$ cat config.mk
export PLATFORM = sky130hd
export DESIGN_NAME = rain_gauge_tip_counter
export DESIGN_NICKNAME = d
export VERILOG_FILES = /design/src/rtl/core/rgtc_pkg.sv /design/src/rtl/core/rgtc_ctrl.sv /design/src/rtl/core/rgtc_dp.sv /design/src/rtl/core/rain_gauge_tip_counter.sv
export SDC_FILE = /design/constraint.sdc
export NUM_CORES = 2
export LEC_CHECK = 0
export ABC_CLOCK_PERIOD_IN_PS = 7500
export BUFFER_PORTS_ARGS = -buffer_cell sky130_fd_sc_hd__buf_2
export CAP_MARGIN = 0
export CORE_MARGIN = 2
export CORE_UTILIZATION = 57
export CTS_CLUSTER_SIZE = 28
export DETAILED_ROUTE_END_ITERATION = 8
export GPL_TIMING_DRIVEN = 0
export PLACE_DENSITY = 0.76
export SYNTH_ARGS = -nofsm -noshare
export SYNTH_HDL_FRONTEND = slang
export SYNTH_SLANG_ARGS = --single-unit
$ cat constraint.sdc
create_clock -name clk -period 7.5 [get_ports clk]
set_input_delay 1.5 -clock clk [delete_from_list [all_inputs] [get_ports clk]]
set_output_delay 1.5 -clock clk [all_outputs]
set_load 0.01 [all_outputs]
$ cat src/rtl/core/rgtc_pkg.sv
// ---------------------------------------------------------------------------
// rgtc_pkg
// Shared types and constants for the tipping-bucket rain gauge counter.
// ---------------------------------------------------------------------------
package rgtc_pkg;

    localparam logic [1:0] OP_TIP   = 2'd0;
    localparam logic [1:0] OP_READ  = 2'd1;
    localparam logic [1:0] OP_CLEAR = 2'd2;
    localparam logic [1:0] OP_ARM   = 2'd3;

    localparam logic [1:0] REG_DEBOUNCE = 2'd0;
    localparam logic [1:0] REG_STARTUP  = 2'd1;
    localparam logic [1:0] REG_WINDOW   = 2'd2;
    localparam logic [1:0] REG_UM       = 2'd3;

    localparam logic [21:0] MS_PER_HOUR = 22'd3600000;
    localparam int QUOT_W = 64;

    typedef enum logic [3:0] {
        ST_IDLE,
        ST_TIP,
        ST_SCAN_ADDR,
        ST_SCAN,
        ST_MUL1,
        ST_MUL2,
        ST_DIV,
        ST_DONE
    } state_t;

    // controller to datapath
    typedef struct packed {
        logic latch_in;
        logic do_tip;
        logic do_clear;
        logic do_arm;
        logic scan_init;
        logic scan_step;
        logic mul1;
        logic mul2;
        logic div_step;
        logic emit;
    } dp_cmd_t;

    // datapath to controller
    typedef struct packed {
        logic scan_last;
        logic div_last;
    } dp_stat_t;

endpackage

$ cat src/rtl/core/rgtc_ctrl.sv
// ---------------------------------------------------------------------------
// rgtc_ctrl
// Sequencer: clear, arm, tip update, ring scan, rate multiply and restoring divide.
// ---------------------------------------------------------------------------
module rgtc_ctrl
(
    input  logic              clk,
    input  logic              rst_n,
    input  logic              start,
    input  logic [1:0]        operation,
    input  rgtc_pkg::dp_stat_t stat,
    output logic              busy,
    output rgtc_pkg::dp_cmd_t cmd
);
    import rgtc_pkg::*;

    state_t state_reg, state_next;

    // advance state
    always_ff @(posedge clk or negedge rst_n)
    begin
        if (!rst_n)
            state_reg <= ST_IDLE;
        else
            state_reg <= state_next;
    end

    // next state
    always_comb
    begin
        state_next = state_reg;
        case (state_reg)
            ST_IDLE:
            begin
                if (start)
                begin
                    case (operation)
                        OP_TIP:  state_next = ST_TIP;
                        OP_READ: state_next = ST_SCAN_ADDR;
                        default: state_next = ST_IDLE;
                    endcase
                end
            end
            ST_TIP:       state_next = ST_IDLE;
            ST_SCAN_ADDR: state_next = ST_SCAN;
            ST_SCAN:      state_next = stat.scan_last ? ST_MUL1 : ST_SCAN;
            ST_MUL1:      state_next = ST_MUL2;
            ST_MUL2:      state_next = ST_DIV;
            ST_DIV:       state_next = stat.div_last ? ST_DONE : ST_DIV;
            ST_DONE:      state_next = ST_IDLE;
            default:      state_next = ST_IDLE;
        endcase
    end

    // outputs
    always_comb
    begin
        cmd  = '0;
        busy = (state_reg != ST_IDLE);
        case (state_reg)
            ST_IDLE:
            begin
                cmd.latch_in = start;
                cmd.do_clear = start && (operation == OP_CLEAR);
                cmd.do_arm   = start && (operation == OP_ARM);
                cmd.scan_init = start && (operation == OP_READ);
            end
            ST_TIP:       cmd.do_tip = 1'b1;
            ST_SCAN_ADDR: cmd.scan_step = 1'b0;
            ST_SCAN:      cmd.scan_step = 1'b1;
            ST_MUL1:      cmd.mul1 = 1'b1;
            ST_MUL2:      cmd.mul2 = 1'b1;
            ST_DIV:       cmd.div_step = 1'b1;
            ST_DONE:      cmd.emit = 1'b1;
            default:      cmd = '0;
        endcase
    end

endmodule

$ cat src/rtl/core/rgtc_dp.sv
// ---------------------------------------------------------------------------
// rgtc_dp
// Datapath: counters, timestamp ring, window scan, rate arithmetic.
// ---------------------------------------------------------------------------
module rgtc_dp
#(
    parameter int TIP_SLOTS = 64
)
(
    input  logic               clk,
    input  logic               rst_n,
    input  logic [31:0]        now_ms,
    input  logic [15:0]        debounce_ms,
    input  logic [7:0]         startup_ignored,
    input  logic [26:0]        window_ms,
    input  logic [15:0]        um_per_tip,
    input  rgtc_pkg::dp_cmd_t  cmd,
    output rgtc_pkg::dp_stat_t stat,
    output logic               done,
    output logic [31:0]        total_tips,
    output logic [15:0]        ignored_tips,
    output logic [6:0]         tips_in_window,
    output logic [31:0]        last_gap_ms,
    output logic [47:0]        total_rain_um,
    output logic [47:0]        rain_rate_um_per_hour,
    output logic               is_raining
);
    import rgtc_pkg::*;

    localparam int SW = (TIP_SLOTS > 1) ? $clog2(TIP_SLOTS) : 1;

    logic [31:0]    ring [TIP_SLOTS];
    logic [TIP_SLOTS-1:0] valid_reg;
    logic [SW-1:0]  wslot_reg;
    logic [31:0]    last_time_reg, last_gap_reg, tips_reg, now_reg;
    logic [15:0]    ign_reg;
    logic           armed_reg, have_reg;

    logic [SW:0]    scan_idx_reg;
    logic [31:0]    rd_data_reg;
    logic           rd_valid_reg;
    logic           rd_live_reg;
    logic [6:0]     count_reg;
    logic [22:0]    cu_reg;
    logic [26:0]    divisor_reg;
    logic [QUOT_W-1:0] quot_reg;
    logic [27:0]    rem_reg;
    logic [6:0]     div_cnt_reg;
    logic           done_reg;
    logic [47:0]    rain_reg;

    logic [31:0] since;
    logic        tip_take, tip_count;
    assign since     = now_reg - last_time_reg;
    assign tip_take  = !have_reg || (since > {16'd0, debounce_ms});
    assign tip_count = armed_reg && (ign_reg >= {8'd0, startup_ignored});

    // latch input time
    always_ff @(posedge clk)
    begin
        if (cmd.latch_in)
            now_reg <= now_ms;
    end

    // control state: counters, flags, ring pointer
    always_ff @(posedge clk or negedge rst_n)
    begin
        if (!rst_n)
        begin
            valid_reg     <= '0;
            wslot_reg     <= '0;
            last_time_reg <= '0;
            last_gap_reg  <= '0;
            tips_reg      <= '0;
            ign_reg       <= '0;
            armed_reg     <= 1'b0;
            have_reg      <= 1'b0;
        end
        else if (cmd.do_clear)
        begin
            tips_reg      <= '0;
            ign_reg       <= '0;
            last_gap_reg  <= '0;
            last_time_reg <= '0;
            have_reg      <= 1'b0;
            armed_reg     <= 1'b0;
        end
        else if (cmd.do_arm)
            armed_reg <= 1'b1;
        else if (cmd.do_tip && tip_take)
        begin
            last_gap_reg  <= have_reg ? since : 32'd0;
            last_time_reg <= now_reg;
            have_reg      <= 1'b1;
            if (!tip_count)
            begin
                if (ign_reg != 16'hFFFF)
                    ign_reg <= ign_reg + 16'd1;
            end
            else
            begin
                tips_reg             <= tips_reg + 32'd1;
                valid_reg[wslot_reg] <= 1'b1;
                if (wslot_reg == SW'(TIP_SLOTS - 1))
                    wslot_reg <= '0;
                else
                    wslot_reg <= wslot_reg + SW'(1);
            end
        end
    end

    // ring memory: one write port, one registered read port
    always_ff @(posedge clk)
    begin
        if (cmd.do_tip && tip_take && tip_count)
            ring[wslot_reg] <= now_reg;
        rd_data_reg <= ring[scan_idx_reg[SW-1:0]];
    end

    // scan ring one slot per cycle
    logic [31:0] age;
    assign age = now_reg - rd_data_reg;
    assign stat.scan_last = (scan_idx_reg == (SW+1)'(TIP_SLOTS));

    always_ff @(posedge clk or negedge rst_n)
    begin
        if (!rst_n)
        begin
            scan_idx_reg <= '0;
            rd_valid_reg <= 1'b0;
            rd_live_reg  <= 1'b0;
            count_reg    <= '0;
        end
        else if (cmd.scan_init)
        begin
            scan_idx_reg <= '0;
            rd_live_reg  <= 1'b0;
            count_reg    <= '0;
        end
        else if (cmd.scan_step || (!rd_live_reg && scan_idx_reg == '0))
        begin
            if (!stat.scan_last)
            begin
                scan_idx_reg <= scan_idx_reg + (SW+1)'(1);
                rd_valid_reg <= valid_reg[scan_idx_reg[SW-1:0]];
            end
            rd_live_reg <= !stat.scan_last;
            if (rd_live_reg && rd_valid_reg && age <= {5'd0, window_ms}
                && count_reg != 7'd127)
                count_reg <= count_reg + 7'd1;
        end
    end

    // rate: count*um, then *3600000, then restoring divide
    logic [27:0] rem_sh;
    logic [26:0] div_eff;
    assign div_eff = (window_ms == '0) ? 27'd1 : window_ms;
    assign rem_sh  = {rem_reg[26:0], quot_reg[QUOT_W-1]};

    always_ff @(posedge clk)
    begin
        if (cmd.mul1)
        begin
            cu_reg   <= {16'd0, count_reg} * {7'd0, um_per_tip};
            rain_reg <= {16'd0, tips_reg} * {32'd0, um_per_tip};
        end
        if (cmd.mul2)
        begin
            quot_reg    <= {{(QUOT_W-23){1'b0}}, cu_reg}
                         * {{(QUOT_W-22){1'b0}}, MS_PER_HOUR};
            rem_reg     <= '0;
            divisor_reg <= div_eff;
            div_cnt_reg <= '0;
        end
        else if (cmd.div_step)
        begin
            if (rem_sh >= {1'b0, divisor_reg})
            begin
                rem_reg  <= rem_sh - {1'b0, divisor_reg};
                quot_reg <= {quot_reg[QUOT_W-2:0], 1'b1};
            end
            else
            begin
                rem_reg  <= rem_sh;
                quot_reg <= {quot_reg[QUOT_W-2:0], 1'b0};
            end
            div_cnt_reg <= div_cnt_reg + 7'd1;
        end
    end
    assign stat.div_last = (div_cnt_reg == 7'(QUOT_W - 1));

    always_ff @(posedge clk or negedge rst_n)
    begin
        if (!rst_n)
            done_reg <= 1'b0;
        else
            done_reg <= cmd.emit;
    end

    // results
    assign done                  = done_reg;
    assign total_tips            = tips_reg;
    assign ignored_tips          = ign_reg;
    assign tips_in_window        = count_reg;
    assign last_gap_ms           = last_gap_reg;
    assign total_rain_um         = rain_reg;
    assign rain_rate_um_per_hour = (quot_reg[QUOT_W-1:48] != '0) ? 48'hFFFF_FFFF_FFFF
                                                                 : quot_reg[47:0];
    assign is_raining            = (count_reg != '0);

endmodule

$ cat src/rtl/core/rain_gauge_tip_counter.sv
// Sequence: clear and arm apply from idle, a tip passes through ST_TIP, and a read ends with done.
// Throughput: one transaction at a time; a read is set by the one-slot-per-cycle
// ring scan and the one-bit-per-cycle 64-step divider.
// Reset: rst_n asynchronous, clears counters, valid bits and registers to defaults.
// Results are held on the ports while done pulses; the receiver cannot stall.
// ---------------------------------------------------------------------------
// rain_gauge_tip_counter
// Tipping-bucket rain gauge counter with APB configuration registers.
// ---------------------------------------------------------------------------
module rain_gauge_tip_counter
#(
    parameter int TIP_SLOTS = 64
)
(
    input  logic        clk,
    input  logic        rst_n,
    input  logic        psel,
    input  logic        penable,
    input  logic        pwrite,
    input  logic [3:0]  paddr,
    input  logic [31:0] pwdata,
    output logic [31:0] prdata,
    output logic        pready,
    input  logic        start,
    output logic        busy,
    input  logic [1:0]  operation,
    input  logic [31:0] now_ms,
    output logic        done,
    output logic [31:0] total_tips,
    output logic [15:0] ignored_tips,
    output logic [6:0]  tips_in_window,
    output logic [31:0] last_gap_ms,
    output logic [47:0] total_rain_um,
    output logic [47:0] rain_rate_um_per_hour,
    output logic        is_raining
);
    import rgtc_pkg::*;

    logic [15:0] debounce_reg, um_reg;
    logic [7:0]  startup_reg;
    logic [26:0] window_reg;
    dp_cmd_t     cmd;
    dp_stat_t    stat;
    logic        wr_en;

    assign pready = 1'b1;
    assign wr_en  = psel && penable && pwrite;

    // configuration registers
    always_ff @(posedge clk or negedge rst_n)
    begin
        if (!rst_n)
        begin
            debounce_reg <= 16'd50;
            startup_reg  <= 8'd1;
            window_reg   <= 27'd3600000;
            um_reg       <= 16'd280;
        end
        else if (wr_en)
        begin
            case (paddr[3:2])
                REG_DEBOUNCE: debounce_reg <= pwdata[15:0];
                REG_STARTUP:  startup_reg  <= pwdata[7:0];
                REG_WINDOW:   window_reg   <= pwdata[26:0];
                REG_UM:       um_reg       <= pwdata[15:0];
                default:      debounce_reg <= debounce_reg;
            endcase
        end
    end

    // register read back
    always_comb
    begin
        case (paddr[3:2])
            REG_DEBOUNCE: prdata = {16'd0, debounce_reg};
            REG_STARTUP:  prdata = {24'd0, startup_reg};
            REG_WINDOW:   prdata = {5'd0, window_reg};
            REG_UM:       prdata = {16'd0, um_reg};
            default:      prdata = '0;
        endcase
    end

    rgtc_ctrl u_ctrl
    (
        .clk       (clk),
        .rst_n     (rst_n),
        .start     (start),
        .operation (operation),
        .stat      (stat),
        .busy      (busy),
        .cmd       (cmd)
    );

    rgtc_dp #(.TIP_SLOTS(TIP_SLOTS)) u_dp
    (
        .clk                   (clk),
        .rst_n                 (rst_n),
        .now_ms                (now_ms),
        .debounce_ms           (debounce_reg),
        .startup_ignored       (startup_reg),
        .window_ms             (window_reg),
        .um_per_tip            (um_reg),
        .cmd                   (cmd),
        .stat                  (stat),
        .done                  (done),
        .total_tips            (total_tips),
        .ignored_tips          (ignored_tips),
        .tips_in_window        (tips_in_window),
        .last_gap_ms           (last_gap_ms),
        .total_rain_um         (total_rain_um),
        .rain_rate_um_per_hour (rain_rate_um_per_hour),
        .is_raining            (is_raining)
    );

endmodule
Yosys cells after proc, flatten, opt, wreduce, memory -nomap -nowiden
Memories as Yosys holds them, arrays and structs flattened. A register that Yosys moved wholly into a read port is not among the register bits.
Cells that the tools add are included.
{"block": "totals", "register_bits": 500, "mem_bits_rw": 2048, "output_inout_bits": 219, "word_cells": 172, "mem_count": 1}
{"memory": "u_dp.ring", "depth": 64, "width": 32, "rd": 1, "rd_ports_with_merged_regs": 1, "wr": 1, "line": "rgtc_dp.sv:32", "text": "logic [31:0] ring [TIP_SLOTS];"}
{"block": "classes", "add_sub_neg": 9, "multipliers": 3, "n_lt_le_gt_ge": 7, "n_eq_ne": 22, "muxes": 55, "n_bitwise": 5, "n_reduce_logical": 44}
{"op": "two-way mux 32 bit", "count": 11}
{"op": "one-hot mux 32 bit (4 select lines)", "count": 1}
{"op": "two-way mux 45 bit", "count": 2}
{"op": "two-way mux 16 bit", "count": 5}
{"op": "OR 64 bit", "count": 1}
{"op": "subtractor 32 bit", "count": 2}
{"op": "multiplier 32 x 16 -> 48 bit", "count": 1}
{"op": "two-way mux 48 bit", "count": 1}
{"op": "two-way mux 7 bit", "count": 6}
{"op": "multiplier 23 x 15 -> 38 bit, second input constant", "count": 1}
{"op": "adder 32 x 1 -> 32 bit, second input constant", "count": 1}
{"op": "> comparator 32 x 16 -> 1 bit", "count": 1}
{"op": "<= comparator 32 x 27 -> 1 bit", "count": 1}
{"op": ">= comparator 28 x 27 -> 1 bit", "count": 1}
{"op": "logical NOT 27 bit", "count": 1}
{"op": "two-way mux 27 bit", "count": 1}
{"op": "subtractor 27 bit", "count": 1}
{"op": "one-hot mux 4 bit (6 select lines)", "count": 1}
{"op": "multiplier 7 x 16 -> 23 bit", "count": 1}
{"op": "adder 7 x 1 -> 7 bit, second input constant", "count": 3}
{"op": "two-way mux 1 bit", "count": 20}
{"op": "adder 16 x 1 -> 16 bit, second input constant", "count": 1}
{"op": "== test 4 x 3 -> 1 bit, second input constant", "count": 4}
{"op": ">= comparator 16 x 8 -> 1 bit", "count": 1}
{"op": "34 further kinds", "count": 76}

Logic depth before layout (Yosys ltp)
{"block": "depth", "word_depth": 7, "mapped_depth": 28, "ltp_nobuf": 27}

By module
A second synthesis with hierarchy kept.
{"block": "unflattened", "cells_unflattened": 8528, "area_unflattened_um2": 131508.6}
{"module": "rgtc_dp", "n_inst": 1, "cells_per_inst": 8290, "area_each_um2": 128119.1, "seq_area_each_um2": 73415.4}
{"module": "rain_gauge_tip_counter", "n_inst": 1, "cells_per_inst": 205, "area_each_um2": 3115.5, "seq_area_each_um2": 1699.1}
{"module": "rgtc_ctrl", "n_inst": 1, "cells_per_inst": 33, "area_each_um2": 274.0, "seq_area_each_um2": 75.1}

Worst setup path after synthesis
OpenSTA, ideal clock, no wires.
{"block": "synth_timing", "path_kind": "reg-to-reg", "startpoint": "register u_dp.now_reg[1]", "endpoint": "memory u_dp.ring[32][0] (enable)", "setup_time_ns": 0.463, "t_arrival_ns": 6.722, "required_time_ns": 7.037, "slack_ns": 0.315, "path_stages_with_launch": 24, "n_path_buf": 3, "cell_sequence": "edfxtp_1 -> ha_1 -> nor2b_1 -> o31ai_2 -> a31oi_1 -> o21bai_1 -> nor2_1 -> nor2_1 -> xnor2_1 -> ha_1 -> nand4_1 -> nor2_1 -> nand4_1 -> a21oi_1 -> nor4_1 -> o21ai_0 -> nor4_1 -> nand4_1 -> nor4_2 -> or2_1 -> buf_2 -> buf_4 -> buf_4 -> nor3_1"}
{"block": "synth_via", "elab_chain_cells": 7}
{"item": "start: declaration", "line": "rgtc_dp.sv:35", "text": "logic [31:0] last_time_reg, last_gap_reg, tips_reg, now_reg;"}
{"item": "start signal: assignment", "line": "rgtc_dp.sv:62", "text": "now_reg <= now_ms;"}
{"item": "subtractor 32 bit", "line": "rgtc_dp.sv:54", "text": "assign since = now_reg - last_time_reg;"}
{"item": "> comparator 32 x 16 -> 1 bit", "line": "rgtc_dp.sv:55", "text": "assign tip_take = !have_reg || (since > {16'd0, debounce_ms});"}
{"item": "logical OR 1 bit", "line": "rgtc_dp.sv:55"}
{"item": "logical AND 1 bit (2 in a row)", "line": "rgtc_dp.sv:115", "text": "if (cmd.do_tip && tip_take && tip_count)"}
{"item": "two-way mux 1 bit", "line": "rgtc_dp.sv:115"}
{"item": "two-way mux 1 bit (not written as such)", "line": "rgtc_dp.sv:116", "text": "ring[wslot_reg] <= now_reg;"}
{"item": "end: declaration", "line": "rgtc_dp.sv:32"}
Every way passes these cells.

Worst setup path after layout
{"block": "layout_timing", "startpoint": "register um_reg[3]", "endpoint": "register u_dp.rain_reg[46] (netlist: u_dp.total_rain_um[46]) (data pin)"}
{"block": "layout_via", "elab_chain_cells": 1}
{"item": "start: declaration", "line": "rain_gauge_tip_counter.sv:39", "text": "logic [15:0] debounce_reg, um_reg;"}
{"item": "start signal: assignment", "line": "rain_gauge_tip_counter.sv:65", "text": "REG_UM: um_reg <= pwdata[15:0];"}
{"item": "multiplier 32 x 16 -> 48 bit", "line": "rgtc_dp.sv:165", "text": "rain_reg <= {16'd0, tips_reg} * {32'd0, um_per_tip};"}
{"item": "end signal: assignment", "line": "rgtc_dp.sv:165"}
{"item": "end: declaration", "line": "rgtc_dp.sv:50", "text": "logic [47:0] rain_reg;"}
Every way passes these cells.
A chain may end at the register's enable or synchronous reset.

==> results_dict.tcl <==
set metrics [dict create \
    worst_min_delay_path_class "reg -> reg" \
    area_growth_syn_to_layout_pct 15.0 \
    globalRouteOverflowTotal 0 \
    synth.ff_latch_count 2579 \
    multi_input_comb_area_sq_um 51400 \
    post-route-min-period_ns 7.33 \
    postSynth.asyncResetShare_pct 10.5 \
    layout-drive-gt1-share_pct 21.9 \
    start_util_pct 57.2 \
    timing_max_transition_violations_final 0 \
    final_layout_setup_total_negative_slack_ns 0 \
    coreArea_sq_um 230000 \
    timing.critical_path.slowest_stage_cell "dfstp_2" \
    nets 10742 \
    post_cts_hold_buffer_count 0 \
    outcome "completed" \
    grt_start_max_net_pins 120 \
    largest_register_ffs 2048 \
    yosysMostFrequentCell "edfxtp_1" \
    clk-insertion-delay-late_ns 0.97 \
    yosys_warnings 0 \
    grt_pass1_vias 85141 \
    crit_path_cell_trace "clkbuf_2 -> nand2_1 -> fa_1 -> fa_1 -> fa_1 -> fa_1 -> inv_1 -> fa_1 -> fa_1 -> ha_1 -> clkbuf_1 -> a222oi_1 -> nand2_1 -> nor2_2 -> a221oi_4 -> a211oi_4 -> nor3_2 -> o21ai_2 -> o31ai_2 -> o41ai_2 -> o21bai_1 -> a21oi_1 -> xnor2_1" \
    cp_data_arrival_time_ns 7.96 \
    layout.filler_cells 15343 \
    row_count 176 \
    vias_per_instance 6.50 \
    synth_edf_count 2216 \
    period_utilisation_layout_pct 97.8 \
    final_antenna_net_count 0 \
    top_area_cells_in_the_synthesized_netlist "edfxtp_1 51%, mux4_2 12%, fa_1 10%, dfrtp_1 4.8%, ha_1 4.2%" \
    area.sequential_sq_um 75200 \
    synth_top_cell_area_share_pct 50.7 \
    clock_tree_from_tritoncts "yes" \
    cts_htree_levels 5 \
    worst_setup_hold_path_clk_slew_ns 0.06 \
    routabilityCongestion 1.02 \
    cp.required_ns 8.13 \
    fmax_mhz 136 \
    average_wire_per_standard_cell_um 32.7 \
    cts-buffers-inserted 280 \
    grt_usage_pct 35.8 \
    netlist_instances 8671 \
    ios 295 \
    timing.critical_path.to_type "flip-flop" \
    port_buf_inserts 281 \
    post_placement_setup_slack_ns -2.11 \
    root_buffer "clkbuf_16" \
    grtUsageMet3_pct 8.60 \
    most_common_cell_type_on_the_critical_path "fa_1" \
    synth.lib_cells_used.distinct 88 \
    worstMarginPinSlew_ns 1.46 \
    fp.dieH_um 484 \
    library_cell_occupying_the_most_area_in_the_post_synthesis_netlist "edfxtp_1" \
    globalRoute.busiestLayer "met2" \
    setup_slack_ns 0.168 \
    worst-path-max-fanout 10 \
    grt_pass1_wl_mm 600 \
    relative_slew_slack_pct 2.43 \
    fp.dieArea_sq_um 234000 \
    max-cap-violations 0 \
    synth_commonest_cells "2216 x edfxtp_1, 930 x inv_1, 755 x nand2_1" \
    detail_route.first_pass.iterations 7 \
    clock_path_buffers 4 \
    setup.worst_path.class "reg -> reg" \
    drt_iter0_markers 10845 \
    netlist_area_sq_um 131000 \
    detailroute.via_count 83074 \
    critical_path.startpoint_type "flip-flop" \
    synth-main-ff-cell "edfxtp_1" \
    syn_area_per_cell_sq_um 15.2 \
    yosysSeqAreaShare_pct 57.2 \
    cts_sinks 2579 \
    hold_viol_final 0 \
    die_w_um 484 \
    critical_path.max_stage_delay_ns 0.64 \
    dp.final_hpwl_mm 293 \
    fin_skew_ns 0.0945 \
    grt.met2_usage_pct 57.8 \
    antenna_found_initial 28 \
    postRouteWirelength_mm 418 \
    grt_util_met1_pct 44.4 \
    final-setup-viol-count 0 \
    drc_errors 0 \
]
-- repair_timing --
action / CTS / global route
endpoints found under the hold margin: 0 / 0
endpoints found under the setup margin: 401 / 858
setup buffers: 1 / 24
resized for setup: 123 / 175
pin swaps: 4 / 8
-- placed cells by master, fill, tap and decap left out, types with 114 or more instances in the layout --
| cell type | netlist | routed |
|---|---|---|
| inv_1 | 930 | 928 |
| nor2_1 | 186 | 177 |
| xnor2_1 | 115 | 114 |
| and2_1 | 272 | 271 |
| clkbuf_16 | 0 | 289 |
| fa_1 | 669 | 668 |
| clkbuf_1 | 355 | 304 |
| o21ai_0 | 231 | 223 |
| buf_2 | 18 | 310 |
| or2_2 | 114 | 114 |
| buf_6 | 1 | 188 |
| dfrtp_1 | 253 | 233 |
| ha_1 | 445 | 444 |
| nand2_1 | 755 | 755 |
| edfxtp_1 | 2216 | 2216 |
| a21oi_1 | 248 | 244 |
| mux4_2 | 682 | 682 |
| nand3_1 | 117 | 117 |
-- final timing paths --
kind | cells after the start | to | startpoint | slack (ns)
max in group asynchronous | 2 | u_dp.valid_reg[49]$_DFFE_PN0P_ | rst_n | 5.84
min in group asynchronous | 1 | u_dp.done$_DFF_PN0_ | rst_n | 0.59
worst min register to register | 2 | u_dp.quot_reg[5]$_SDFFE_PP0N_ | u_dp.quot_reg[4]$_SDFFE_PP0N_ | 0.46
worst max register to register | 23 | u_dp.total_rain_um[46]$_DFFE_PP_ | um_reg[3]$_DFFE_PN1P_ | 0.17
worst max-delay path | 23 | u_dp.total_rain_um[46]$_DFFE_PP_ | um_reg[3]$_DFFE_PN1P_ | 0.17
worst min-delay path | 2 | u_dp.quot_reg[5]$_SDFFE_PP0N_ | u_dp.quot_reg[4]$_SDFFE_PP0N_ | 0.46
-- cell families (layout without fill, tap and decap cells) --
kind of cell	after synthesis	count (layout)	share of synthesized area [%]
adder cells (fa/ha/maj)	1114	1114	14.4
XOR/XNOR	196	196	1.31
AO/OA/AOI/OAI	820	820	3.86
other	2	23	0.00572
flip-flops	2579	2579	57.2
AND/OR/NAND/NOR	1777	1777	6.52
buffers and inverters	1388	2460	4.05
multiplexers	795	795	12.6
-- through the flow --
stage                     std cells  util [%]  hold WS, ns  area (sq um)
after floorplan                8675         -        0.428        131000
after global placement        11982      59.5        0.442        137000
after detailed placement      12286      61.7        0.448        142000
after CTS                     12747      65.5        0.468        151000
after global routing          12775      65.8        0.482        151000
final                         12790      65.8        0.464        151000
-- layout make-up --
class                           count  share of cell area (%)
Sequential cell                  2579                    49.8
Multi-Input combinational cell   4708                    34.0
Clock buffer                      360                    5.01
Timing Repair Buffer              612                    4.21
Tap cell                         3026                    2.51
Inverter                          930                    2.31
Buffer                            441                    1.34
Clock inverter                    117                   0.762
Antenna cell                       17                  0.0282
-- metal layers --
metal / up-vias / wire (um)
met4: 18 / 29800
li1: 33268 / -
met1: 42319 / 142000
met3: 1491 / 45900
met2: 5978 / 200000
met5: - / 121
-- worst max-delay path, delay by kind of cell, from the launching register on --
| family | cells | cell delay (ns) |
|---|---|---|
| fa+ha+maj | 7 | 3.16 |
| compound gates | 8 | 1.87 |
| buf+inv | 3 | 0.68 |
| flops | 1 | 0.64 |
| simple gates | 4 | 0.57 |
| xor+xnor | 1 | 0.12 |
Power is left out: the tool's default activity adds up to more than one toggle a clock period on the data nets, which glitch-free logic cannot reach.
